[config.mk]
export PLATFORM = sky130hd
export DESIGN_NAME = tlcst_ctrl
export DESIGN_NICKNAME = d
export VERILOG_FILES = /design/src/assert_macros.svh /design/src/tlcst_pkg.sv /design/src/tlcst_ctrl.sv
export SDC_FILE = /design/constraint.sdc
export NUM_CORES = 1
export LEC_CHECK = 0
export BUFFER_PORTS_ARGS = -buffer_cell sky130_fd_sc_hd__buf_2
export CAP_MARGIN = 40
export CORE_AREA = 2 2 39 41
export CTS_CLUSTER_SIZE = 40
export DETAILED_ROUTE_END_ITERATION = 10
export DIE_AREA = 0 0 41 43
export SYNTH_ARGS = -nofsm -noshare
export SYNTH_HDL_FRONTEND = slang
export SYNTH_SLANG_ARGS = --single-unit
[constraint.sdc]
create_clock -name clk -period 1.7 [get_ports clk]
set_input_delay 0.34 -clock clk [delete_from_list [all_inputs] [get_ports clk]]
set_output_delay 0.34 -clock clk [all_outputs]
set_load 0.005 [all_outputs]
[src/assert_macros.svh]
// Assertion macros used by the top level of the call state table.
// Needs nothing else; each macro expands to one labeled concurrent assertion.
`ifndef ASSERT_MACROS_SVH
`define ASSERT_MACROS_SVH

// antecedent holds -> consequent in the same cycle
`define ASSERT_IMP(lbl, clk, rst_n, ante, cons) \
  lbl: assert property (@(posedge clk) disable iff (!rst_n) (ante) |-> (cons)) \
    else $error("same-cycle implication failed");

// antecedent holds -> consequent in the next cycle
`define ASSERT_NXT(lbl, clk, rst_n, ante, cons) \
  lbl: assert property (@(posedge clk) disable iff (!rst_n) (ante) |=> (cons)) \
    else $error("next-cycle implication failed");

`endif

[src/tlcst_pkg.sv]
// Shared types and constants of the call state table.
// Used by tlcst_ctrl, tlcst_dpath and the top level; depends on nothing.
`default_nettype none

package tlcst_pkg;

  localparam int unsigned NUM_LINES_DEF = 16;
  localparam int unsigned ST_W = 3;

  typedef enum logic [1:0] {
    CMD_PICKUP = 2'd0,
    CMD_HANGUP = 2'd1,
    CMD_DIAL   = 2'd2,
    CMD_CHAT   = 2'd3
  } cmd_t;

  typedef enum logic [2:0] {
    LS_ON_HOOK   = 3'd0,
    LS_RINGING   = 3'd1,
    LS_DIAL_TONE = 3'd2,
    LS_RING_BACK = 3'd3,
    LS_BUSY      = 3'd4,
    LS_CONNECTED = 3'd5,
    LS_ERROR     = 3'd6
  } line_state_t;

  typedef struct packed {
    logic [3:0]  client;
    line_state_t line_state;
    logic [3:0]  party;
    logic        refused;
    logic        last;
  } rslt_t;

  typedef struct packed {
    logic load;
    logic fetch_dl;
    logic plan;
    logic step;
    logic sel;
  } ctl_cmd_t;

  typedef struct packed {
    logic line_ok;
    logic step_ok;
  } ctl_sts_t;

endpackage

`default_nettype wire

[src/tlcst_ctrl.sv]
// Sequencer of the call state table: accept, fetch, plan, two update steps; a bad line ends after fetch.
// Depends on tlcst_pkg; drives the datapath through ctl_cmd_t.
`default_nettype none

module tlcst_ctrl (
  input  logic                clk,
  input  logic                rst_n,
  input  logic                in_valid,
  output logic                in_stall,
  output tlcst_pkg::ctl_cmd_t cmd,
  input  tlcst_pkg::ctl_sts_t sts
);

  typedef enum logic [4:0] {
    S_IDLE  = 5'b00001,
    S_FETCH = 5'b00010,
    S_PLAN  = 5'b00100,
    S_STEP0 = 5'b01000,
    S_STEP1 = 5'b10000
  } state_t;

  state_t state_r, state_nxt;

  always_comb begin
    state_nxt = state_r;
    cmd       = '0;
    in_stall  = 1'b1;
    unique case (state_r)
      S_IDLE: begin
        in_stall = 1'b0;
        if (in_valid) begin
          cmd.load  = 1'b1;
          state_nxt = S_FETCH;
        end
      end
      S_FETCH: begin
        cmd.fetch_dl = 1'b1;
        state_nxt    = sts.line_ok ? S_PLAN : S_IDLE;
      end
      S_PLAN: begin
        cmd.plan  = 1'b1;
        state_nxt = S_STEP0;
      end
      S_STEP0: begin
        cmd.sel = 1'b0;
        if (sts.step_ok) begin
          cmd.step  = 1'b1;
          state_nxt = S_STEP1;
        end
      end
      S_STEP1: begin
        cmd.sel = 1'b1;
        if (sts.step_ok) begin
          cmd.step  = 1'b1;
          state_nxt = S_IDLE;
        end
      end
      default: state_nxt = S_IDLE;
    endcase
  end

  always_ff @(posedge clk) begin
    if (!rst_n) begin
      state_r <= S_IDLE;
    end else begin
      state_r <= state_nxt;
    end
  end

endmodule

`default_nettype wire

==> flow_metrics.tcl, run 1 <==
set metrics [dict create \
    outcome "finished clean" \
    vdd_drop_max_v 0.0003421 \
    tightest_slew_ns 0.2570 \
    drv_slew 0 \
    wl_per_cell_um 10.26 \
    timing.fmax_mhz 599.9 \
    path_clk_slew_ns 0.04 \
    worst_setup_path_start_kind "flop" \
    final_common_cell "buf_2" \
    clock-sinks 5 \
    layout_common_cells "buf_2, nor2_1, dfxtp_2" \
    rsz0062_at_grt "yes" \
    finalNetCount 55 \
    startpoint "state_r[0]" \
    cts_buffers 3 \
    dieHeight_um 43 \
    synth_fp_nets 40 \
    hpwlAfterDp_um 508.1 \
    drc 0 \
    finalCritPeriodShare_pct 98.06 \
    clk_latency_ns 0.24 \
    die_w_um 41 \
    synth_area_um2 307.8 \
    cts-htree-levels 1 \
    seq_area_frac_synth_pct 32.52 \
    ys_ff_latch 5 \
    antenna_cells 0 \
    core_area_mm2 0.001384 \
    ios 11 \
    yosys_warnings 0 \
    die_area_mm2 0.001763 \
    place_congestion 0.7420 \
    syn2layout_area_growth_pct 34.55 \
    grt_pass1_vias 277 \
    cp.required_ns 1.36 \
    dr.first_iter.drc_count 7 \
    cts_hold_buf 0 \
    cp.arrival_ns 1.33 \
    maxSlewHeadroom_pct 82.77 \
    clock-skew-final_ns 0.002444 \
    top_regs "state_r x5" \
    critPathKind "flop to output pin" \
    finalSetupViolations 0 \
    min_path_type "primary input to flop" \
    cp_max_fo 6 \
    hold_viol 0 \
    crit_path_end_kind "output pin" \
    power.density_mw_per_mm2 766.1 \
    fin_crit_ns 1.667 \
    numPortBuffers 10 \
    largest_reg_flops 5 \
    synth_cells 35 \
    hp-start "rst_n" \
    drt-total-wl_um 667 \
    finalPower_uw 317.3 \
    grt_use_total_pct 10.64 \
    ctsRootBufferMaster "clkbuf_4" \
    gr-total-overflow 0 \
    final_util_pct 29.93 \
    reg2reg_from "state_r[1]" \
    regMostFlops "state_r" \
    drive_above_1_share_pct 46.94 \
    firstDrtPassIters 4 \
    maxCapViolCount 0 \
    vias 299 \
    cts_tree "yes" \
    antenna_found_initial 0 \
    avgSynthCellArea_um2 8.794 \
    drtAntennaViolNets 0 \
    start_util_pct 22.24 \
    std_cell_rows 14 \
    fillers 157 \
    grt_pass1_wl_mm 1.235 \
    leakage_uw 0.0001807 \
    via_per_inst 4.600 \
    yosysUniqueCellTypes 21 \
    grt_max_degree 8 \
    cts_setup_buffers 0 \
    clock_path_buffers 2 \
]
==> layout make-up <==
cell class	instances	area, um2	area share [%]
Multi-Input combinational cell	27	201.4	48.64
Clock buffer	4	26.28	6.344
Sequential cell	5	105.1	25.38
Inverter	3	11.26	2.719
Tap cell	16	20.02	4.834
Timing Repair Buffer	10	50.05	12.08
==> path summary, 6_finish.rpt <==
check | to | cells after the start | slack (ns)
setup / recovery | cmd[2] | 3 | 0.03
hold / removal | state_r[0] | 2 | 0.32
setup reg to reg | state_r[0] | 3 | 0.43
hold reg to reg | state_r[1] | 2 | 0.54
==> power breakdown <==
part	internal, uW	switching (uW)
clock	88.6	46.4
sequential	124	7.96
combinational	25.7	25.0
==> logic make-up (layout without fill, tap and decap cells) <==
logic type / count (synthesis) / after routing / synth area share (%)
multiplexers: 1 / 1 / 3.658
AO/OA/AOI/OAI: 6 / 6 / 15.04
buffers and inverters: 3 / 17 / 3.658
AND/OR/NAND/NOR: 19 / 19 / 42.28
flip-flops: 5 / 5 / 32.52
XOR/XNOR: 1 / 1 / 2.846
==> Yosys cell counts <==
cell	number	share of area, %
nand3_1	1	1.6
mux2_2	1	3.7
nor3b_4	1	6.1
dfxtp_1	5	33
nor3b_1	1	2.4
nor3_1	2	3.3
nor2_1	6	7.3
nand2b_1	1	2.0
o211a_1	1	3.3
o311ai_1	1	2.8
o21ai_0	1	1.6
nand4_1	1	2.0
and3_1	1	2.0
nand3b_1	1	2.4
or2b_1	1	2.4
o21a_1	1	2.4
or3_4	2	7.3
inv_1	3	3.7
nor3_2	1	3.3
a211oi_1	2	4.9
xor2_1	1	2.8
==> stage by stage <==
| stage | worst slack [ns] | instance area (um2) | hold slack, ns | setup TNS, ns | instances |
|---|---|---|---|---|---|
| detailed placement | 0.2268 | 377.9 | 0.5616 | 0 | 61 |
| global placement | 0.2414 | 377.9 | 0.5559 | 0 | 61 |
| CTS | 0.0003972 | 407.9 | 0.3105 | 0 | 65 |
| floorplan | 0.3813 | 307.8 | 0.4184 | 0 | 35 |
| finish | 0.03295 | 414.1 | 0.3242 | 0 | 65 |
| global route | -0.04170 | 414.1 | 0.3207 | -0.08636 | 65 |
==> metal layers <==
| layer | part of all wire, % | GRT usage, % | up-vias | wire, um |
|---|---|---|---|---|
| met5 | 0 | 0 | - | 0 |
| met4 | 2.2 | 6.000 | 0 | 15 |
| li1 | - | - | 156 | - |
| met2 | 49 | 13.13 | 8 | 329 |
| met3 | 6.7 | 4.712 | 2 | 45 |
| met1 | 41 | 14.79 | 133 | 276 |
==> critical path: stages (launching register included) <==
cell,delay (ns)
dfxtp_2,0.34
or3_4,0.41
nor3b_4,0.19
buf_2,0.14
==> timing repair <==
action,in CTS,in global routing
pin swaps,0,2
endpoints found under the hold margin,0,0
endpoints found under the setup margin,2,3
resized for setup,3,2
(Power assumes the default switching activity.)
==> inputs of run 2 (changes only) <==
--- a/config.mk
+++ b/config.mk
@@ -5,6 +5,7 @@
 export SDC_FILE = /design/constraint.sdc
 export NUM_CORES = 1
 export LEC_CHECK = 0
+export ABC_AREA = 1
 export BUFFER_PORTS_ARGS = -buffer_cell sky130_fd_sc_hd__buf_2
 export CAP_MARGIN = 40
 export CORE_AREA = 2 2 39 41
==> flow_metrics.tcl, run 2 <==
set metrics [dict create \
    outcome "finished clean" \
    ctsRootBufferMaster "clkbuf_4" \
    synth_common_cells "inv_1, nand2_1, nor2_2, dfxtp_1, nor2_1" \
    tightest_slew_ns 0.2212 \
    via_per_inst 4.085 \
    min_path_type "primary input to flop" \
    largest_reg_flops 5 \
    multi_input_area_um2 166.4 \
    grt_pass1_wl_um 986 \
    core_area_mm2 0.001384 \
    top_regs "state_r x5" \
    fillers 167 \
    die_area_mm2 0.001763 \
    cp.required_ns 1.36 \
    dr.first_iter.drc_count 8 \
    drc 0 \
    finalCritPeriodShare_pct 90.28 \
    cts_tree "yes" \
    reg2reg_from "state_r[1]" \
    worst_setup_path_start_kind "flop" \
    yosys_warnings 0 \
    finalNetCount 72 \
    avgSynthCellArea_um2 6.136 \
    drt-total-wl_um 655 \
    hpwlAfterDp_um 546.7 \
    synth_fp_nets 57 \
    leakage_uw 0.0002241 \
    fin_crit_ns 1.535 \
    ys_ff_latch 5 \
    timing.fmax_mhz 651.6 \
    antenna_cells 0 \
    clk_latency_ns 0.24 \
    cts-htree-levels 1 \
    post_cts_resized 0 \
    critical_path.endpoint "cmd[1]" \
    cts_buffers 3 \
    async_reset_ff_share_pct 0 \
    vias 335 \
    firstDrtPassIters 4 \
    clock_path_buffers 2 \
    maxSlewHeadroom_pct 85.12 \
    syn2layout_area_growth_pct 30.20 \
    cts_setup_buffers 0 \
    drtAntennaViolNets 0 \
    regMostFlops "state_r" \
    wl_per_cell_um 7.988 \
    setup_tns_ns 0 \
    synthFlopType "dfxtp_1" \
    ios 11 \
    start_util_pct 23.06 \
    drive_above_1_share_pct 36.36 \
    yosysUniqueCellTypes 15 \
    critPathKind "flop to output pin" \
    synth_area_leaders "dfxtp_1, inv_1, nand2_1, nor2_2, nand3_1" \
    vdd_drop_max_v 0.0002801 \
    seq_area_frac_synth_pct 31.37 \
    post-place-ws_ns 0.4162 \
    place_congestion 0.6765 \
    crit_path_end_kind "output pin" \
    grt_use_total_pct 8.526 \
    ff2ff_setup_slack_ns 0.63 \
    final_common_cell "inv_1" \
    grt_max_degree 6 \
    synth.top_cell.area_share_pct 31.37 \
    holdWs_ns 0.3570 \
    antenna_found_initial 0 \
    drv_slew 0 \
    clock-skew-final_ns 0.004682 \
    numPortBuffers 10 \
    startpoint "state_r[1]" \
    gr-total-overflow 0 \
    layout_common_cells "inv_1, nand2_1, buf_2" \
    dieHeight_um 43 \
    maxCapViolCount 0 \
    synth_area_um2 319.1 \
    power.density_mw_per_mm2 797.0 \
    synth.most_common_cell "inv_1" \
    cts_hold_buf 0 \
    clock-sinks 5 \
    r2r_end "state_r[0]" \
    die_w_um 41 \
    yosysTopAreaCell "dfxtp_1" \
    rr_worst_depth 8 \
    cp.arrival_ns 1.19 \
    std_cell_rows 14 \
    cp_max_fo 3 \
    stdcell_count 82 \
    rsz0062_at_grt "no" \
    finalSetupViolations 0 \
    synth-edff-count 0 \
    seqCellArea_um2 100.1 \
    synth_cells 52 \
    hold_viol 0 \
    grt_pass1_vias 253 \
    path_clk_slew_ns 0.05 \
    dp.cells 78 \
    setup_ws_ns 0.1652 \
]
## run 2: worst max-delay path, cell delays in order, from the launching register on
cell and delay [ns]:
dfxtp_1 0.32, nor2_2 0.16, inv_2 0.06, nor2_2 0.13, nand2_1 0.08, o21ai_0 0.07, buf_2 0.13
## run 2: how the worst min path moves through the flow
stage | depth (start not counted) | start | endpoint
2_1_floorplan | 2 | sts[1] | state_r[2]
6_report | 3 | sts[1] | state_r[2]
5_1_grt | 3 | sts[1] | state_r[2]
3_5_place_dp | 2 | state_r[1] | state_r[2]
3_3_place_gp | 2 | state_r[1] | state_r[2]
4_1_cts | 3 | sts[1] | state_r[2]
## run 2: kinds of logic after synthesis
kind of cell | share of synthesized area [%]
AOI/OAI and AO/OA | 6.272
buffers and inverters | 16.47
DFF | 31.37
and+or+nand+nor | 45.88
## run 2: cell type report
type	count	area share, %
inverters	14	12.65
well taps	16	4.819
clock buffers	4	6.325
repair buffers	10	12.05
multi-input cells	33	40.06
flip-flops and latches	5	24.10
## run 2: power by group
group	leakage [uW]	switching (uW)	total, uW	internal [uW]
Combinational	0.000168	39.1	65.2	26.1
Sequential	0.0000408	4.62	128	123
Clock	0.0000150	49.4	138	88.8
Total	0.000224	93.1	331	238
## run 2: through the flow
stage	power, uW	instance area [um2]	util [%]
3_5_place_dp	195.7	389.1	28.12
6_report	331.1	415.4	30.02
5_1_grt	359.5	415.4	30.02
4_1_cts	341.6	415.4	30.02
2_1_floorplan	176.5	319.1	-
3_3_place_gp	195.4	389.1	28.12
## run 2: per-layer routing
layer | up-vias | GRT usage (%) | wire length, um
li1 | 185 | - | -
met1 | 140 | 9.936 | 292
met4 | 0 | 2.000 | 0
met5 | - | 0 | 0
met3 | 0 | 6.283 | 47
met2 | 10 | 12.19 | 315
