<file path="src/assert_macros.svh">
// Assertion macros used by the top level of the call state table.
// Needs nothing else; each macro expands to one labeled concurrent assertion.
`ifndef ASSERT_MACROS_SVH
`define ASSERT_MACROS_SVH

// antecedent holds -> consequent in the same cycle
`define ASSERT_IMP(lbl, clk, rst_n, ante, cons) \
  lbl: assert property (@(posedge clk) disable iff (!rst_n) (ante) |-> (cons)) \
    else $error("same-cycle implication failed");

// antecedent holds -> consequent in the next cycle
`define ASSERT_NXT(lbl, clk, rst_n, ante, cons) \
  lbl: assert property (@(posedge clk) disable iff (!rst_n) (ante) |=> (cons)) \
    else $error("next-cycle implication failed");

`endif

</file>
<file path="src/tlcst_pkg.sv">
// Shared types and constants of the call state table.
// Used by tlcst_ctrl, tlcst_dpath and the top level; depends on nothing.
`default_nettype none

package tlcst_pkg;

  localparam int unsigned NUM_LINES_DEF = 16;
  localparam int unsigned ST_W = 3;

  typedef enum logic [1:0] {
    CMD_PICKUP = 2'd0,
    CMD_HANGUP = 2'd1,
    CMD_DIAL   = 2'd2,
    CMD_CHAT   = 2'd3
  } cmd_t;

  typedef enum logic [2:0] {
    LS_ON_HOOK   = 3'd0,
    LS_RINGING   = 3'd1,
    LS_DIAL_TONE = 3'd2,
    LS_RING_BACK = 3'd3,
    LS_BUSY      = 3'd4,
    LS_CONNECTED = 3'd5,
    LS_ERROR     = 3'd6
  } line_state_t;

  typedef struct packed {
    logic [3:0]  client;
    line_state_t line_state;
    logic [3:0]  party;
    logic        refused;
    logic        last;
  } rslt_t;

  typedef struct packed {
    logic load;
    logic fetch_dl;
    logic plan;
    logic step;
    logic sel;
  } ctl_cmd_t;

  typedef struct packed {
    logic line_ok;
    logic step_ok;
  } ctl_sts_t;

endpackage

`default_nettype wire

</file>
<file path="src/tlcst_dpath.sv">
// Datapath of the call state table: line table memory, event rules, output word.
// Depends on tlcst_pkg; sequenced by tlcst_ctrl.
`default_nettype none

module tlcst_dpath #(
  parameter int unsigned NUM_LINES = tlcst_pkg::NUM_LINES_DEF
) (
  input  logic                clk,
  input  logic                rst_n,
  input  tlcst_pkg::ctl_cmd_t cmd,
  output tlcst_pkg::ctl_sts_t sts,
  input  logic [1:0]          in_cmd,
  input  logic [3:0]          in_line,
  input  logic [3:0]          in_dialed,
  input  logic                in_dialed_found,
  input  logic                out_stall,
  output logic                out_valid,
  output logic [3:0]          out_client,
  output logic [2:0]          out_line_state,
  output logic [3:0]          out_party,
  output logic                out_refused,
  output logic                out_last
);

  localparam int unsigned IW  = $clog2(NUM_LINES);
  localparam int unsigned EW  = tlcst_pkg::ST_W + 1 + IW;
  localparam int unsigned CMPW = 9;

  // table entry: {state, peer valid, peer}
  function automatic logic [EW-1:0] mk_ent(tlcst_pkg::line_state_t s, logic v,
                                           logic [IW-1:0] p);
    return {s, v, p};
  endfunction

  function automatic tlcst_pkg::rslt_t mk_rs(logic [3:0] c, tlcst_pkg::line_state_t s,
                                             logic [3:0] p, logic rf);
    tlcst_pkg::rslt_t r;
    r.client     = c;
    r.line_state = s;
    r.party      = p;
    r.refused    = rf;
    r.last       = 1'b0;
    return r;
  endfunction

  function automatic logic in_rng(logic [3:0] v);
    return CMPW'(v) < CMPW'(NUM_LINES);
  endfunction

  tlcst_pkg::cmd_t cmd_r;
  logic [3:0]      ln_r, dl_r;
  logic            found_r;

  logic [EW-1:0]        mem [NUM_LINES];
  logic [NUM_LINES-1:0] ent_vld_r;
  logic [EW-1:0]        rd_r, ln_ent_r;
  logic                 rd_vld_r;

  logic          ln_ok, dl_ok, rd_en, wr_en;
  logic [IW-1:0] in_idx, ln_idx, dl_idx, rd_addr, wr_addr;
  logic [EW-1:0] wr_data, rd_ent;

  tlcst_pkg::line_state_t ln_st, dl_st, pst;
  logic                   ln_pv, dl_pv;
  logic [IW-1:0]          ln_pr, pr;

  logic [1:0]        p_wv, p_rv;
  logic [IW-1:0]     p_wa [2];
  logic [EW-1:0]     p_wd [2];
  tlcst_pkg::rslt_t  p_rs [2];

  logic [1:0]        wv_r, rv_r;
  logic [IW-1:0]     wa_r [2];
  logic [EW-1:0]     wd_r [2];
  tlcst_pkg::rslt_t  rs_r [2];

  logic              out_valid_r, out_free, out_load;
  tlcst_pkg::rslt_t  out_word_r;

  assign ln_ok  = in_rng(ln_r);
  assign dl_ok  = in_rng(dl_r);
  assign in_idx = in_rng(in_line) ? IW'(in_line) : '0;
  assign ln_idx = ln_ok ? IW'(ln_r) : '0;
  assign dl_idx = dl_ok ? IW'(dl_r) : '0;

  always_ff @(posedge clk) begin
    if (cmd.load) begin
      cmd_r   <= tlcst_pkg::cmd_t'(in_cmd);
      ln_r    <= in_line;
      dl_r    <= in_dialed;
      found_r <= in_dialed_found;
    end
  end

  // line table: one write, one registered read
  assign rd_en   = cmd.load | cmd.fetch_dl;
  assign rd_addr = cmd.load ? in_idx : dl_idx;
  assign wr_en   = cmd.step & wv_r[cmd.sel];
  assign wr_addr = wa_r[cmd.sel];
  assign wr_data = wd_r[cmd.sel];

  always_ff @(posedge clk) begin
    if (wr_en) begin
      mem[wr_addr] <= wr_data;
    end
    if (rd_en) begin
      rd_r <= mem[rd_addr];
    end
  end

  always_ff @(posedge clk) begin
    if (!rst_n) begin
      ent_vld_r <= '0;
      rd_vld_r  <= 1'b0;
    end else begin
      if (wr_en) begin
        ent_vld_r[wr_addr] <= 1'b1;
      end
      if (rd_en) begin
        rd_vld_r <= ent_vld_r[rd_addr];
      end
    end
  end

  assign rd_ent = rd_vld_r ? rd_r : '0;

  always_ff @(posedge clk) begin
    if (cmd.fetch_dl) begin
      ln_ent_r <= rd_ent;
    end
  end

  assign ln_st = tlcst_pkg::line_state_t'(ln_ent_r[EW-1 -: tlcst_pkg::ST_W]);
  assign ln_pv = ln_ent_r[IW];
  assign ln_pr = ln_ent_r[IW-1:0];
  assign pr    = ln_pv ? ln_pr : '0;
  assign dl_st = tlcst_pkg::line_state_t'(rd_ent[EW-1 -: tlcst_pkg::ST_W]);
  assign dl_pv = rd_ent[IW];
  assign pst   = (ln_st == tlcst_pkg::LS_RING_BACK) ? tlcst_pkg::LS_ON_HOOK
                                                    : tlcst_pkg::LS_DIAL_TONE;

  // event rules; rd_ent holds the dialed entry here
  always_comb begin
    p_wv    = '0;
    p_rv    = '0;
    p_wa[0] = ln_idx;
    p_wa[1] = ln_idx;
    p_wd[0] = '0;
    p_wd[1] = '0;
    p_rs[0] = '0;
    p_rs[1] = '0;
    case (cmd_r)
      tlcst_pkg::CMD_PICKUP: begin
        if (ln_st == tlcst_pkg::LS_ON_HOOK) begin
          p_wv[0] = 1'b1;
          p_wd[0] = mk_ent(tlcst_pkg::LS_DIAL_TONE, ln_pv, ln_pr);
          p_rv[0] = 1'b1;
          p_rs[0] = mk_rs(ln_r, tlcst_pkg::LS_DIAL_TONE, 4'd0, 1'b0);
        end else if (ln_st == tlcst_pkg::LS_RINGING && ln_pv) begin
          p_wv    = 2'b11;
          p_wd[0] = mk_ent(tlcst_pkg::LS_CONNECTED, ln_pv, ln_pr);
          p_wa[1] = pr;
          p_wd[1] = mk_ent(tlcst_pkg::LS_CONNECTED, 1'b1, ln_idx);
          p_rv    = 2'b11;
          p_rs[0] = mk_rs(ln_r, tlcst_pkg::LS_CONNECTED, 4'(pr), 1'b0);
          p_rs[1] = mk_rs(4'(pr), tlcst_pkg::LS_CONNECTED, ln_r, 1'b0);
        end
      end
      tlcst_pkg::CMD_HANGUP: begin
        if (ln_st == tlcst_pkg::LS_CONNECTED || ln_st == tlcst_pkg::LS_RINGING ||
            ln_st == tlcst_pkg::LS_RING_BACK) begin
          p_wv[0] = 1'b1;
          p_wd[0] = mk_ent(tlcst_pkg::LS_ON_HOOK, 1'b0, '0);
          p_rv[0] = 1'b1;
          p_rs[0] = mk_rs(ln_r, tlcst_pkg::LS_ON_HOOK, 4'd0, 1'b0);
          if (ln_pv) begin
            p_wv[1] = 1'b1;
            p_wa[1] = pr;
            p_wd[1] = mk_ent(pst, 1'b0, '0);
            p_rv[1] = 1'b1;
            p_rs[1] = mk_rs(4'(pr), pst, 4'd0, 1'b0);
          end
        end else if (ln_st == tlcst_pkg::LS_DIAL_TONE || ln_st == tlcst_pkg::LS_BUSY ||
                     ln_st == tlcst_pkg::LS_ERROR) begin
          p_wv[0] = 1'b1;
          p_wd[0] = mk_ent(tlcst_pkg::LS_ON_HOOK, ln_pv, ln_pr);
          p_rv[0] = 1'b1;
          p_rs[0] = mk_rs(ln_r, tlcst_pkg::LS_ON_HOOK, 4'd0, 1'b0);
        end
      end
      tlcst_pkg::CMD_DIAL: begin
        if (ln_st == tlcst_pkg::LS_DIAL_TONE) begin
          p_wv[0] = 1'b1;
          p_rv[0] = 1'b1;
          if (!found_r || !dl_ok) begin
            p_wd[0] = mk_ent(tlcst_pkg::LS_ERROR, ln_pv, ln_pr);
            p_rs[0] = mk_rs(ln_r, tlcst_pkg::LS_ERROR, 4'd0, 1'b0);
          end else if (dl_r == ln_r || dl_pv || dl_st != tlcst_pkg::LS_ON_HOOK) begin
            p_wd[0] = mk_ent(tlcst_pkg::LS_BUSY, ln_pv, ln_pr);
            p_rs[0] = mk_rs(ln_r, tlcst_pkg::LS_BUSY, 4'd0, 1'b0);
          end else begin
            p_wa[0] = dl_idx;
            p_wd[0] = mk_ent(tlcst_pkg::LS_RINGING, 1'b1, ln_idx);
            p_rs[0] = mk_rs(dl_r, tlcst_pkg::LS_RINGING, 4'd0, 1'b0);
            p_wv[1] = 1'b1;
            p_wd[1] = mk_ent(tlcst_pkg::LS_RING_BACK, 1'b1, dl_idx);
            p_rv[1] = 1'b1;
            p_rs[1] = mk_rs(ln_r, tlcst_pkg::LS_RING_BACK, 4'd0, 1'b0);
          end
        end
      end
      default: begin
        p_rv[0] = 1'b1;
        p_rs[0] = mk_rs(ln_r, ln_st,
                        (ln_st == tlcst_pkg::LS_CONNECTED) ? 4'(pr) : 4'd0,
                        !(ln_st == tlcst_pkg::LS_CONNECTED && ln_pv));
      end
    endcase
    p_rs[0].last = !p_rv[1];
    p_rs[1].last = 1'b1;
  end

  always_ff @(posedge clk) begin
    if (!rst_n) begin
      wv_r <= '0;
      rv_r <= '0;
    end else if (cmd.plan) begin
      wv_r <= p_wv;
      rv_r <= p_rv;
    end
  end

  always_ff @(posedge clk) begin
    if (cmd.plan) begin
      wa_r <= p_wa;
      wd_r <= p_wd;
      rs_r <= p_rs;
    end
  end

  // output word register
  assign out_free = !out_valid_r || !out_stall;
  assign out_load = cmd.step & rv_r[cmd.sel];

  always_ff @(posedge clk) begin
    if (!rst_n) begin
      out_valid_r <= 1'b0;
    end else if (out_load) begin
      out_valid_r <= 1'b1;
    end else if (!out_stall) begin
      out_valid_r <= 1'b0;
    end
  end

  always_ff @(posedge clk) begin
    if (out_load) begin
      out_word_r <= rs_r[cmd.sel];
    end
  end

  assign sts.line_ok = ln_ok;
  assign sts.step_ok = !rv_r[cmd.sel] || out_free;

  assign out_valid      = out_valid_r;
  assign out_client     = out_word_r.client;
  assign out_line_state = out_word_r.line_state;
  assign out_party      = out_word_r.party;
  assign out_refused    = out_word_r.refused;
  assign out_last       = out_word_r.last;

endmodule

`default_nettype wire

</file>
<file path="config.mk">
export PLATFORM = sky130hd
export DESIGN_NAME = tlcst_dpath
export DESIGN_NICKNAME = d
export VERILOG_FILES = /design/src/assert_macros.svh /design/src/tlcst_pkg.sv /design/src/tlcst_dpath.sv
export SDC_FILE = /design/constraint.sdc
export NUM_CORES = 1
export LEC_CHECK = 0
export BUFFER_PORTS_ARGS = -buffer_cell sky130_fd_sc_hd__buf_2
export CORE_ASPECT_RATIO = 2
export CORE_MARGIN = 5
export CORE_UTILIZATION = 55
export CTS_CLUSTER_SIZE = 16
export DETAILED_ROUTE_END_ITERATION = 6
export GPL_ROUTABILITY_DRIVEN = 1
export HOLD_SLACK_MARGIN = 0.03
export PLACE_DENSITY = 0.81
export SETUP_SLACK_MARGIN = 0.1
export SLEW_MARGIN = 40
export SYNTH_ARGS = -nofsm -noshare
export SYNTH_HDL_FRONTEND = slang
export SYNTH_SLANG_ARGS = --single-unit
</file>
<file path="constraint.sdc">
create_clock -name clk -period 2.7 [get_ports clk]
set_clock_uncertainty 0.2 [all_clocks]
set_input_delay 0.675 -clock clk [delete_from_list [all_inputs] [get_ports clk]]
set_output_delay 0.675 -clock clk [all_outputs]
set_load 0.1 [all_outputs]
</file>
==> results of run 1 <==
cell families (layout without fill, tap and decap cells):
family	after synthesis	in the layout	synth area share, %
buf+inv	33	130	1.87
xor+xnor	4	4	0.375
mux	70	70	13.0
other cells	1	1	0.0401
flops	232	232	72.3
simple gates	97	97	5.11
fa+ha+maj	1	1	0.107
compound gates	90	90	7.20
area by class of cell:
cell class | instances | area, µm² | area share (%)
repair buffers | 89 | 702 | 6.52
well taps | 207 | 259 | 2.41
inverters | 10 | 37.5 | 0.349
flip-flops and latches | 232 | 6760 | 62.8
clock inverters | 6 | 50.0 | 0.465
multi-input cells | 263 | 2430 | 22.6
clock buffers | 25 | 528 | 4.91
critical path, delay by kind of cell, from the launching register on:
kind                   cells  cell delay [ns]
AO/OA/AOI/OAI              2             0.52
buffers and inverters      2             0.31
flip-flops                 1             0.53
multiplexers               2             0.79
per-stage QoR:
| stage | utilization, % | total power, mW | hold slack [ns] | setup TNS (ns) | cells |
|---|---|---|---|---|---|
| 6_report | 64.2 | 7.33 | 0.168 | 0 | 832 |
| 5_1_grt | 64.2 | 7.55 | 0.167 | 0 | 832 |
| 4_1_cts | 63.8 | 7.33 | 0.157 | 0 | 829 |
| 3_5_place_dp | 60.2 | 4.75 | 0.257 | -1.21 | 797 |
| 3_3_place_gp | 60.2 | 4.72 | 0.244 | -0.814 | 797 |
| 2_1_floorplan | - | 4.54 | 0.235 | -0.484 | 528 |
registers in the layout, summed over array words and instances (netlist names):
register        flops
wv_r                2
out_valid           1
out_last            1
ln_idx              4
cmd_r               2
out_refused         1
ln_ent_r            8
ent_vld_r          16
rv_r                1
mem               128
wa_r                8
out_party           4
out_client          4
rd_r                8
wd_r               14
out_line_state      3
dl_idx              4
found_r             1
rd_vld_r            1
rs_r               21
layout by cell type (no fill, tap or decap), types with 4 or more instances in the layout:
cell type,instances
a22o_1,20
mux2_2,14
buf_12,6
nand2_1,20
nor3_1,4
dfxtp_1,21
mux2i_1,12
a21oi_1,9
nor2_1,31
inv_1,10
nand3_1,6
o21ai_0,13
a21o_1,5
clkinv_1,4
a221o_1,8
and2_1,18
buf_4,48
edfxtp_1,211
o21a_1,18
buf_2,32
xor2_1,4
clkbuf_16,21
mux2_1,9
mux4_1,12
mux4_2,21
power breakdown:
| part | internal (mW) | switching [mW] | total, mW |
|---|---|---|---|
| sequential | 4.03 | 0.0573 | 4.09 |
| clock | 1.46 | 1.15 | 2.61 |
| combinational | 0.262 | 0.361 | 0.623 |
worst min-delay path by stage:
stage / from / to / slack [ns] / cells past startpoint
3_3_place_gp: ent_vld_r[8]$_SDFFE_PN0P_ / ent_vld_r[8]$_SDFFE_PN0P_ / 0.24 / 1
6_report: in_dialed[0] / dl_idx[0]$_DFFE_PP_ / 0.17 / 1
4_1_cts: in_dialed[0] / dl_idx[0]$_DFFE_PP_ / 0.16 / 1
2_1_floorplan: ent_vld_r[9]$_SDFFE_PN0P_ / ent_vld_r[9]$_SDFFE_PN0P_ / 0.24 / 1
5_1_grt: in_dialed_found / found_r$_DFFE_PP_ / 0.17 / 1
3_5_place_dp: ent_vld_r[7]$_SDFFE_PN0P_ / ent_vld_r[7]$_SDFFE_PN0P_ / 0.26 / 1
layer usage:
| layer | up-vias | GRT usage [%] | share of wire (%) | wire length [µm] |
|---|---|---|---|---|
| met4 | 0 | 12.0 | 6.4 | 1290 |
| met5 | - | 0 | 0 | 0 |
| met1 | 2547 | 21.2 | 32 | 6390 |
| met3 | 78 | 1.94 | 4.1 | 825 |
| li1 | 2276 | - | - | - |
| met2 | 220 | 37.7 | 58 | 11700 |
timing repair:
action / in CTS / in global routing
setup endpoints to repair: 2 / 1
gates cloned: 0 / 2
buffers inserted: 1 / 1
resized for setup: 2 / 2
==> summary.md, run 1 <==
| Metric | Value |
|---|---|
| Power Density | 681 mW/mm² |
| Hold Crit Class | primary input to register |
| Pin count of the biggest net entering global routing | 50 |
| Core ar. | 0.0168 mm² |
| Detail Placement HPWL | 14,100 µm |
| Design area | 0.0108 mm² |
| Max-slew headroom | 45.8% |
| Crit end category | register |
| Yosys warning total | 0 |
| IO Count | 35 |
| Drt pass-1 iters | 5 |
| Max frequency | 0.386 GHz |
| Post-synth ARST share | 0% |
| Worst slack, placed | -0.209 ns |
| Syn_area_per_cell | 17.7 µm² |
| Max incr delay on CP | 0.55 ns |
| Netlist cell types | 50 |
| TritonCTS clock tree | yes |
| Reg-to-Reg Start | dl_idx[0]$_DFFE_PP_ |
| Sequential-to-total area share from yosys stat | 72.3% |
| Nets | 634 |
| Top cells by count, synth | edfxtp_1, nor2_1, dfxtp_1, a22o_1, nand2_1 |
| Max FO, Critical Path | 5 |
| CP startpoint kind | register |
| R2R setup slack | 0.11 ns |
| Final hold vios | 0 |
| CTS root buffer | clkbuf_16 |
| Setup Crit Path Kind | register to register |
| Final Slew Violations | 0 |
| Initial antenna violation count | 0 |
| Worst Path Arrival | 2.63 ns |
| Overflow after GRT | 0 |
| Cts hold-fix bufs | 0 |
| Worst Reg-to-Reg Cells | 6 |
| Routed wire length | 20,200 µm |
| Placed cell areas | 0.0101 mm² |
| Starting Density | 55.7% |
| Most numerous cell in the Yosys netlist | edfxtp_1 |
| Routed wire per std cell | 24.3 µm |
| Slowest cell on crit path | mux4_1 |
| Die W | 102 µm |
| Final Setup Violations | 0 |
| H-Tree Level Count | 1 |
| Row Count | 67 |
| Post-Syn Area | 0.00935 mm² |
| DRC | 0 |
| Top cell type's share of synthesized area | 67.8% |
| Critical path, cell by cell | mux2i_4 > buf_12 > clkbuf_16 > mux4_1 > a22o_1 > a221o_1 |
| Req. time, crit path | 2.73 ns |
| Routability cong. | 0.852 |
| Final ANT Viol Nets | 0 |
| Max cap viols | 0 |
| Skew-Pair Late Insertion Delay | 0.48 ns |
| Global-route wire length before repair | 30,200 µm |
| Die area | 0.0199 mm² |
| Total track usage | 20.3% |
| Max clock buf depth | 3 |
| Via density | 6.16 |
| Layout cells sized above 1 | 25.1% |
| Post-synth top flop | edfxtp_1 |
| Layout area overhead | 15.2% |
| Least-Margin Pin Slew | 0.810 ns |
| Die H | 194 µm |
| Clock-pin slew on the worst setup and hold paths | 0.07 ns |
| Leakage dissipation | 3.85 nW |
| Vias in the first global route | 5,444 |
| ANT cells | 0 |
| I/O Buffers | 33 |
| Worst setup endpoint | rd_r[4]$_DFFE_PP_ |
| Post-synth net total | 547 |
| Synthesis-stage register bit count | 232 |
| Clk sink count | 232 |
| Unrepaired setup endpoints after global routing | no |
| EDFF count, synth | 211 |
| Final min period | 2.59 ns |
| Filler Cell Count | 1,110 |
| CP startpoint | dl_idx[0]$_DFFE_PP_ |
| Worst setup margin | 0.109 ns |
| Period utilization | 96.0% |
| End of the worst register-to-register path | rd_r[4]$_DFFE_PP_ |
| Status | finished clean |
| Vias | 5,121 |
| CTS buffer count | 19 |
| Max VDD drop | 0.291 mV |
| Mapped Cells | 528 |
| DRT iter0 DRCs | 400 |
| Synth area leader | edfxtp_1 |
| Synth top area cells | edfxtp_1, dfxtp_1, mux4_2, mux4_1, a22o_1 |
No activity file was read; power rests on OpenSTA's default activity.
==> run 2, diff against run 1 <==
--- a/config.mk
+++ b/config.mk
@@ -6,9 +6,11 @@
 export NUM_CORES = 1
 export LEC_CHECK = 0
 export BUFFER_PORTS_ARGS = -buffer_cell sky130_fd_sc_hd__buf_2
+export CELL_PAD_IN_SITES_DETAIL_PLACEMENT = 1
+export CELL_PAD_IN_SITES_GLOBAL_PLACEMENT = 1
 export CORE_ASPECT_RATIO = 2
 export CORE_MARGIN = 5
-export CORE_UTILIZATION = 55
+export CORE_UTILIZATION = 48
 export CTS_CLUSTER_SIZE = 16
 export DETAILED_ROUTE_END_ITERATION = 6
 export GPL_ROUTABILITY_DRIVEN = 1
==> run 2 against run 1 <==
Net effect: sequential cell count unchanged; core utilization is 7.4 points lower; clock power increased by 18%; combinational power up 1%; largest cell class unchanged.
==> summary.md, run 2 (same netlist as run 1, synthesis figures left out) <==
| Metric | Value |
|---|---|
| Hold Crit Class | primary input to register |
| Design area | 0.0109 mm² (+1.7%) |
| Drt pass-1 iters | 4 (-1) |
| Critical path, cell by cell | buf_4 > mux2i_4 > buf_6 > clkbuf_16 > buf_4 > mux4_2 > a221o_1 |
| Global-route wire length before repair | 33,300 µm (+11%) |
| Worst Path Arrival | 2.62 ns (about the same) |
| Least-Margin Pin Slew | 0.870 ns (+0.0591 ns) |
| Setup Crit Path Kind | register to register |
| Setup TNS | 0 ns (unchanged) |
| Power Density | 714 mW/mm² (+4.9%) |
| Crit end category | register |
| Crit path max-delay family | multiplexers |
| Metal2 WL | 13,700 µm (+17%) |
| DRC | 0 (unchanged) |
| Max clock buf depth | 3 (unchanged) |
| Status | finished clean |
| Total power | 7.81 mW (+6.7%) |
| Crit path buf inv count | 4 (+2) |
| CTS root buffer | clkbuf_16 |
| Final Slew Violations | 0 (unchanged) |
| Hold Slack | 0.147 ns (-0.0211 ns) |
| Max frequency | 0.388 GHz (+0.52%) |
| Period utilization | 95.5% (-0.50 points) |
| Hold path depth | 1 (unchanged) |
| ANT cells | 0 (unchanged) |
| H-Tree Level Count | 1 (unchanged) |
| Clk sink count | 232 (unchanged) |
| Max VDD drop | 0.497 mV (+71%) |
| Unrepaired setup endpoints after global routing | no |
| Final min period | 2.58 ns (-0.0134 ns) |
| Routability cong. | 0.837 (-1.7%) |
| Skew-Pair Late Insertion Delay | 0.50 ns (+0.02 ns) |
| Die area | 0.0225 mm² (+13%) |
| Via density | 5.77 (-6.3%) |
| Die W | 109 µm (+6.4%) |
| Layout area overhead | 17.1% |
| CP startpoint kind | register |
| Layout cells sized above 1 | 26.3% (+1.2 points) |
| Regs by FF count | mem (128), rs_r (21), ent_vld_r (16) |
| Cts hold-fix bufs | 0 (unchanged) |
| Met3 routed WL | 868 µm (+5.2%) |
| Starting Density | 48.5% (-7.3 points) |
| Nets | 637 (+0.47%) |
| Max cap viols | 0 (unchanged) |
| DRT iter0 DRCs | 298 (-26%) |
| Worst Reg-to-Reg Cells | 7 (+1) |
| Max reg flops | 128 (unchanged) |
| R2R setup slack | 0.12 ns (about the same) |
| Max-slew headroom | 41.8% (-4.0 points) |
| Initial antenna violation count | 0 (unchanged) |
| Leakage dissipation | 3.91 nW (+1.6%) |
| Vias in the first global route | 5,779 (+6.2%) |
| I/O Buffers | 33 (unchanged) |
| Final hold vios | 0 (unchanged) |
| TritonCTS clock tree | yes |
| Overflow after GRT | 0 (unchanged) |
| Most frequent CP cell | buf_4 |
| Req. time, crit path | 2.75 ns (+0.02 ns) |
| Layout Utilization | 56.8% (-7.4 points) |
| Most frequent cells in the layout | edfxtp_1, buf_4, buf_2 |
| Max FO, Critical Path | 13 (+8) |
| Wl on met1 | 6600 µm (+3.3%) |
| Row Count | 72 (+7.5%) |
| Most common cell after layout, fill and taps aside | edfxtp_1 |
| Instance count on the critical path | 7 (+1) |
| Max incr delay on CP | 0.50 ns (-0.05 ns) |
| Dpl cells | 847 (+6.3%) |
| Routed wire length | 22,600 µm (+12%) |
| Core ar. | 0.0193 mm² (+15%) |
| Slowest cell on crit path | mux4_2 |
| CTS buffer count | 20 (+1) |
| Placed cell areas | 0.0101 mm² (+0.50%) |
| Vias | 5,133 (+0.23%) |
| Detail Placement HPWL | 16,100 µm (+14%) |
| Post-route insts no fill | 890 (+7.0%) |
| Clock-pin slew on the worst setup and hold paths | 0.07 ns (about the same) |
| Worst setup margin | 0.122 ns (+0.0134 ns) |
| DR top layer | met4 |
| Total track usage | 20.2% (-0.036 points) |
| Die H | 207 µm (+6.7%) |
| Routed wire per std cell | 25.4 µm (+4.8%) |
| Filler Cell Count | 1,797 (+62%) |
| Final ANT Viol Nets | 0 (unchanged) |
| Pin count of the biggest net entering global routing | 50 (unchanged) |
| IO Count | 35 (unchanged) |
| Worst slack, placed | -0.206 ns (+0.00388 ns) |
| Final Setup Violations | 0 (unchanged) |
| Largest reg by FF count | mem |
run 2: cell type report:
class	count	area, µm²	share of cell area, %
flip-flops and latches	232	6760	61.7
repair buffers	91	687	6.28
clock buffers	25	561	5.12
clock inverters	10	150	1.37
multi-input cells	263	2430	22.2
inverters	10	37.5	0.343
well taps	259	324	2.96
run 2: layer usage:
metal | track usage, % | up-vias
met5 | 0 | -
met4 | 12.6 | 0
met3 | 2.83 | 71
met2 | 40.4 | 142
met1 | 17.6 | 2643
li1 | - | 2277
run 2: path summary, 6_finish.rpt:
check | endpoint | start
setup reg to reg | rd_r[4]$_DFFE_PP_ | dl_idx[0]$_DFFE_PP_
hold / removal | dl_idx[2]$_DFFE_PP_ | in_dialed[2]
setup / recovery | rd_r[4]$_DFFE_PP_ | dl_idx[0]$_DFFE_PP_
hold reg to reg | ent_vld_r[13]$_SDFFE_PN0P_ | ent_vld_r[13]$_SDFFE_PN0P_
run 2: where the power goes:
group	switching (mW)	leakage [nW]	internal (mW)	total (mW)
clock network	1.24	0.347	1.85	3.09
logic	0.375	1.40	0.256	0.631
registers	0.0558	2.16	4.03	4.09
total	1.67	3.91	6.14	7.81
run 2: timing repair:
| item | 4_1_cts | 5_1_grt |
|---|---|---|
| endpoints found under the hold margin | 0 | 0 |
| setup buffers | 2 | 5 |
| endpoints found under the setup margin | 8 | 7 |
| resized for setup | 0 | 4 |
| cloned | 0 | 1 |
==> run 3, diff against run 2 <==
--- a/config.mk
+++ b/config.mk
@@ -14,7 +14,7 @@
 export CTS_CLUSTER_SIZE = 16
 export DETAILED_ROUTE_END_ITERATION = 6
 export GPL_ROUTABILITY_DRIVEN = 1
-export HOLD_SLACK_MARGIN = 0.03
+export HOLD_SLACK_MARGIN = 0.08
 export PLACE_DENSITY = 0.81
 export SETUP_SLACK_MARGIN = 0.1
 export SLEW_MARGIN = 40
==> constraint.sdc (replaced) <==
create_clock -name clk -period 2.7 [get_ports clk]
set_clock_uncertainty 0.2 [all_clocks]
set_input_delay 0.675 -clock clk [delete_from_list [all_inputs] [get_ports clk]]
set_output_delay 0.675 -clock clk [all_outputs]
set_load 0.01 [all_outputs]
==> run 3 against run 2 <==
Net effect: final cell count fell by 0.11%; hold slack better by 0.0088 ns; via count is 1.3% lower; register-to-register slack better by 0.12 ns; sequential share of layout area rose by 0.70 points; cell area shrank 1.1%; total power shrank 3.1%; largest power group unchanged.
==> summary.md, run 3 (same netlist as run 1, synthesis figures left out) <==
| Metric | Value |
|---|---|
| Total track usage | 19.9% (-0.29 points) |
| Final ANT Viol Nets | 0 (unchanged) |
| Nets | 635 (-0.31%) |
| H-Tree Level Count | 1 (unchanged) |
| Max reg flops | 128 (unchanged) |
| Postcts setup bufs | 0 (-2) |
| Final Setup Violations | 0 (unchanged) |
| Overflow after GRT | 0 (unchanged) |
| Row Count | 72 (unchanged) |
| Max-slew headroom | 44.9% (+3.1 points) |
| R2R setup slack | 0.24 ns (+0.12 ns) |
| Starting Density | 48.5% (unchanged) |
| Setup TNS | 0 ns (unchanged) |
| Die H | 207 µm (unchanged) |
| Vias | 5,064 (-1.3%) |
| Routability cong. | 0.824 (-1.6%) |
| Unrepaired setup endpoints after global routing | no |
| Status | finished clean |
| Detail Placement HPWL | 16,200 µm (+0.39%) |
| Die area | 0.0225 mm² (unchanged) |
| Filler Cell Count | 1,803 (+0.33%) |
| Setup Crit Path Kind | primary input to output pin |
| Power Density | 700 mW/mm² (-2.0%) |
| Post-route insts no fill | 889 (-0.11%) |
| Hold path depth | 1 (unchanged) |
| Max cap viols | 0 (unchanged) |
| Core ar. | 0.0193 mm² (unchanged) |
| Max frequency | 0.402 GHz (+3.6%) |
| CTS root buffer | clkbuf_16 |
| Largest reg by FF count | mem |
| Routed wire length | 21,800 µm (-3.8%) |
| Req. time, crit path | 1.82 ns (-0.93 ns) |
| Most common cell after layout, fill and taps aside | edfxtp_1 |
| Global-route wire length before repair | 33,400 µm (+0.21%) |
| ANT cells | 0 (unchanged) |
| Via density | 5.70 (-1.2%) |
| Post-cts resize count | 0 (unchanged) |
| TritonCTS clock tree | yes |
| IO Count | 35 (unchanged) |
| Final hold vios | 0 (unchanged) |
| Least-Margin Pin Slew | 0.823 ns (-0.0461 ns) |
| Clk sink count | 232 (unchanged) |
| DRC | 0 (unchanged) |
| Die W | 109 µm (unchanged) |
| Hold Slack | 0.155 ns (+0.00876 ns) |
| Regs by FF count | mem (128), rs_r (21), ent_vld_r (16) |
| Pin count of the biggest net entering global routing | 38 (-24%) |
| Vias in the first global route | 5,700 (-1.4%) |
| Max VDD drop | 0.505 mV (+1.6%) |
| Layout cells sized above 1 | 25.7% (-0.59 points) |
| Crit end category | output pin |
| Most frequent cells in the layout | edfxtp_1, buf_4, buf_2 |
| Leakage dissipation | 3.85 nW (-1.7%) |
| Max FO, Critical Path | 37 (+24) |
| Hold Crit Class | primary input to register |
| Worst Reg-to-Reg Cells | 5 (-2) |
| Max clock buf depth | 3 (unchanged) |
| Worst Path Arrival | 1.61 ns (-1.01 ns) |
| CP startpoint kind | primary input |
| Final Slew Violations | 0 (unchanged) |
| Cts hold-fix bufs | 0 (unchanged) |
| DRT iter0 DRCs | 284 (-4.7%) |
| Layout area overhead | 15.8% |
| Period utilization | 92.1% (-3.4 points) |
| Skew-Pair Late Insertion Delay | 0.50 ns (about the same) |
| CTS buffer count | 20 (unchanged) |
| Dpl cells | 853 (+0.71%) |
| Routed wire per std cell | 24.5 µm (-3.7%) |
| Drt pass-1 iters | 5 (+1) |
| Clock-pin slew on the worst setup and hold paths | 0.06 ns (about the same) |
| I/O Buffers | 33 (unchanged) |
| Final min period | 2.49 ns (-0.0907 ns) |
| Initial antenna violation count | 0 (unchanged) |
[run 3: changes by cell type in the layout (fill, tap and decap cells not counted), moves of 2 or more]
cell      before  now
clkinv_1       2    4
clkbuf_8       2    0
mux4_2        21   26
mux4_1        12    7
clkbuf_1       2    6
[run 3: cell type report]
type	count	area, µm²	area share (%)
flip-flops and latches	232	6760	62.4
multi-input cells	263	2390	22.1
repair buffers	89	648	5.99
clock buffers	27	548	5.06
well taps	259	324	2.99
clock inverters	9	115	1.06
inverters	10	37.5	0.347
[run 3: worst max-delay path, stage by stage]
cell and delay (ns):
buf_2 0.11, buf_12 0.21, mux2_2 0.39, nand3_1 0.09
buf_2 0.13
[run 3: routing by layer]
| layer | up-vias | track usage (%) | part of all wire [%] |
|---|---|---|---|
| met2 | 125 | 39.5 | 59 |
| met4 | 0 | 9.90 | 5.4 |
| li1 | 2279 | - | - |
| met5 | - | 0 | 0 |
| met1 | 2598 | 19.2 | 32 |
| met3 | 62 | 2.27 | 3.6 |
[run 3: worst paths after layout]
kind                                  start                        end
hold / removal                 in_dialed[1]        dl_idx[1]$_DFFE_PP_
hold reg to reg   ent_vld_r[9]$_SDFFE_PN0P_  ent_vld_r[9]$_SDFFE_PN0P_
setup / recovery                     cmd[0]                     sts[0]
setup reg to reg        dl_idx[0]$_DFFE_PP_          rd_r[4]$_DFFE_PP_
[run 3: report_power, final]
group / switching [mW] / internal [mW]
combinational: 0.299 / 0.243
clock: 1.23 / 1.71
sequential: 0.0588 / 4.03
[run 3: through the flow]
stage / instance area [µm²] / power (mW) / setup WS (ns) / util, %
6_report: 10800 / 7.57 / 0.213 / 56.1
3_3_place_gp: 10200 / 4.67 / -0.223 / 52.7
4_1_cts: 10800 / 7.66 / 0.201 / 56.1
2_1_floorplan: 9330 / 4.49 / -0.0639 / -
3_5_place_dp: 10200 / 4.72 / -0.271 / 52.7
5_1_grt: 10800 / 7.84 / 0.164 / 56.1
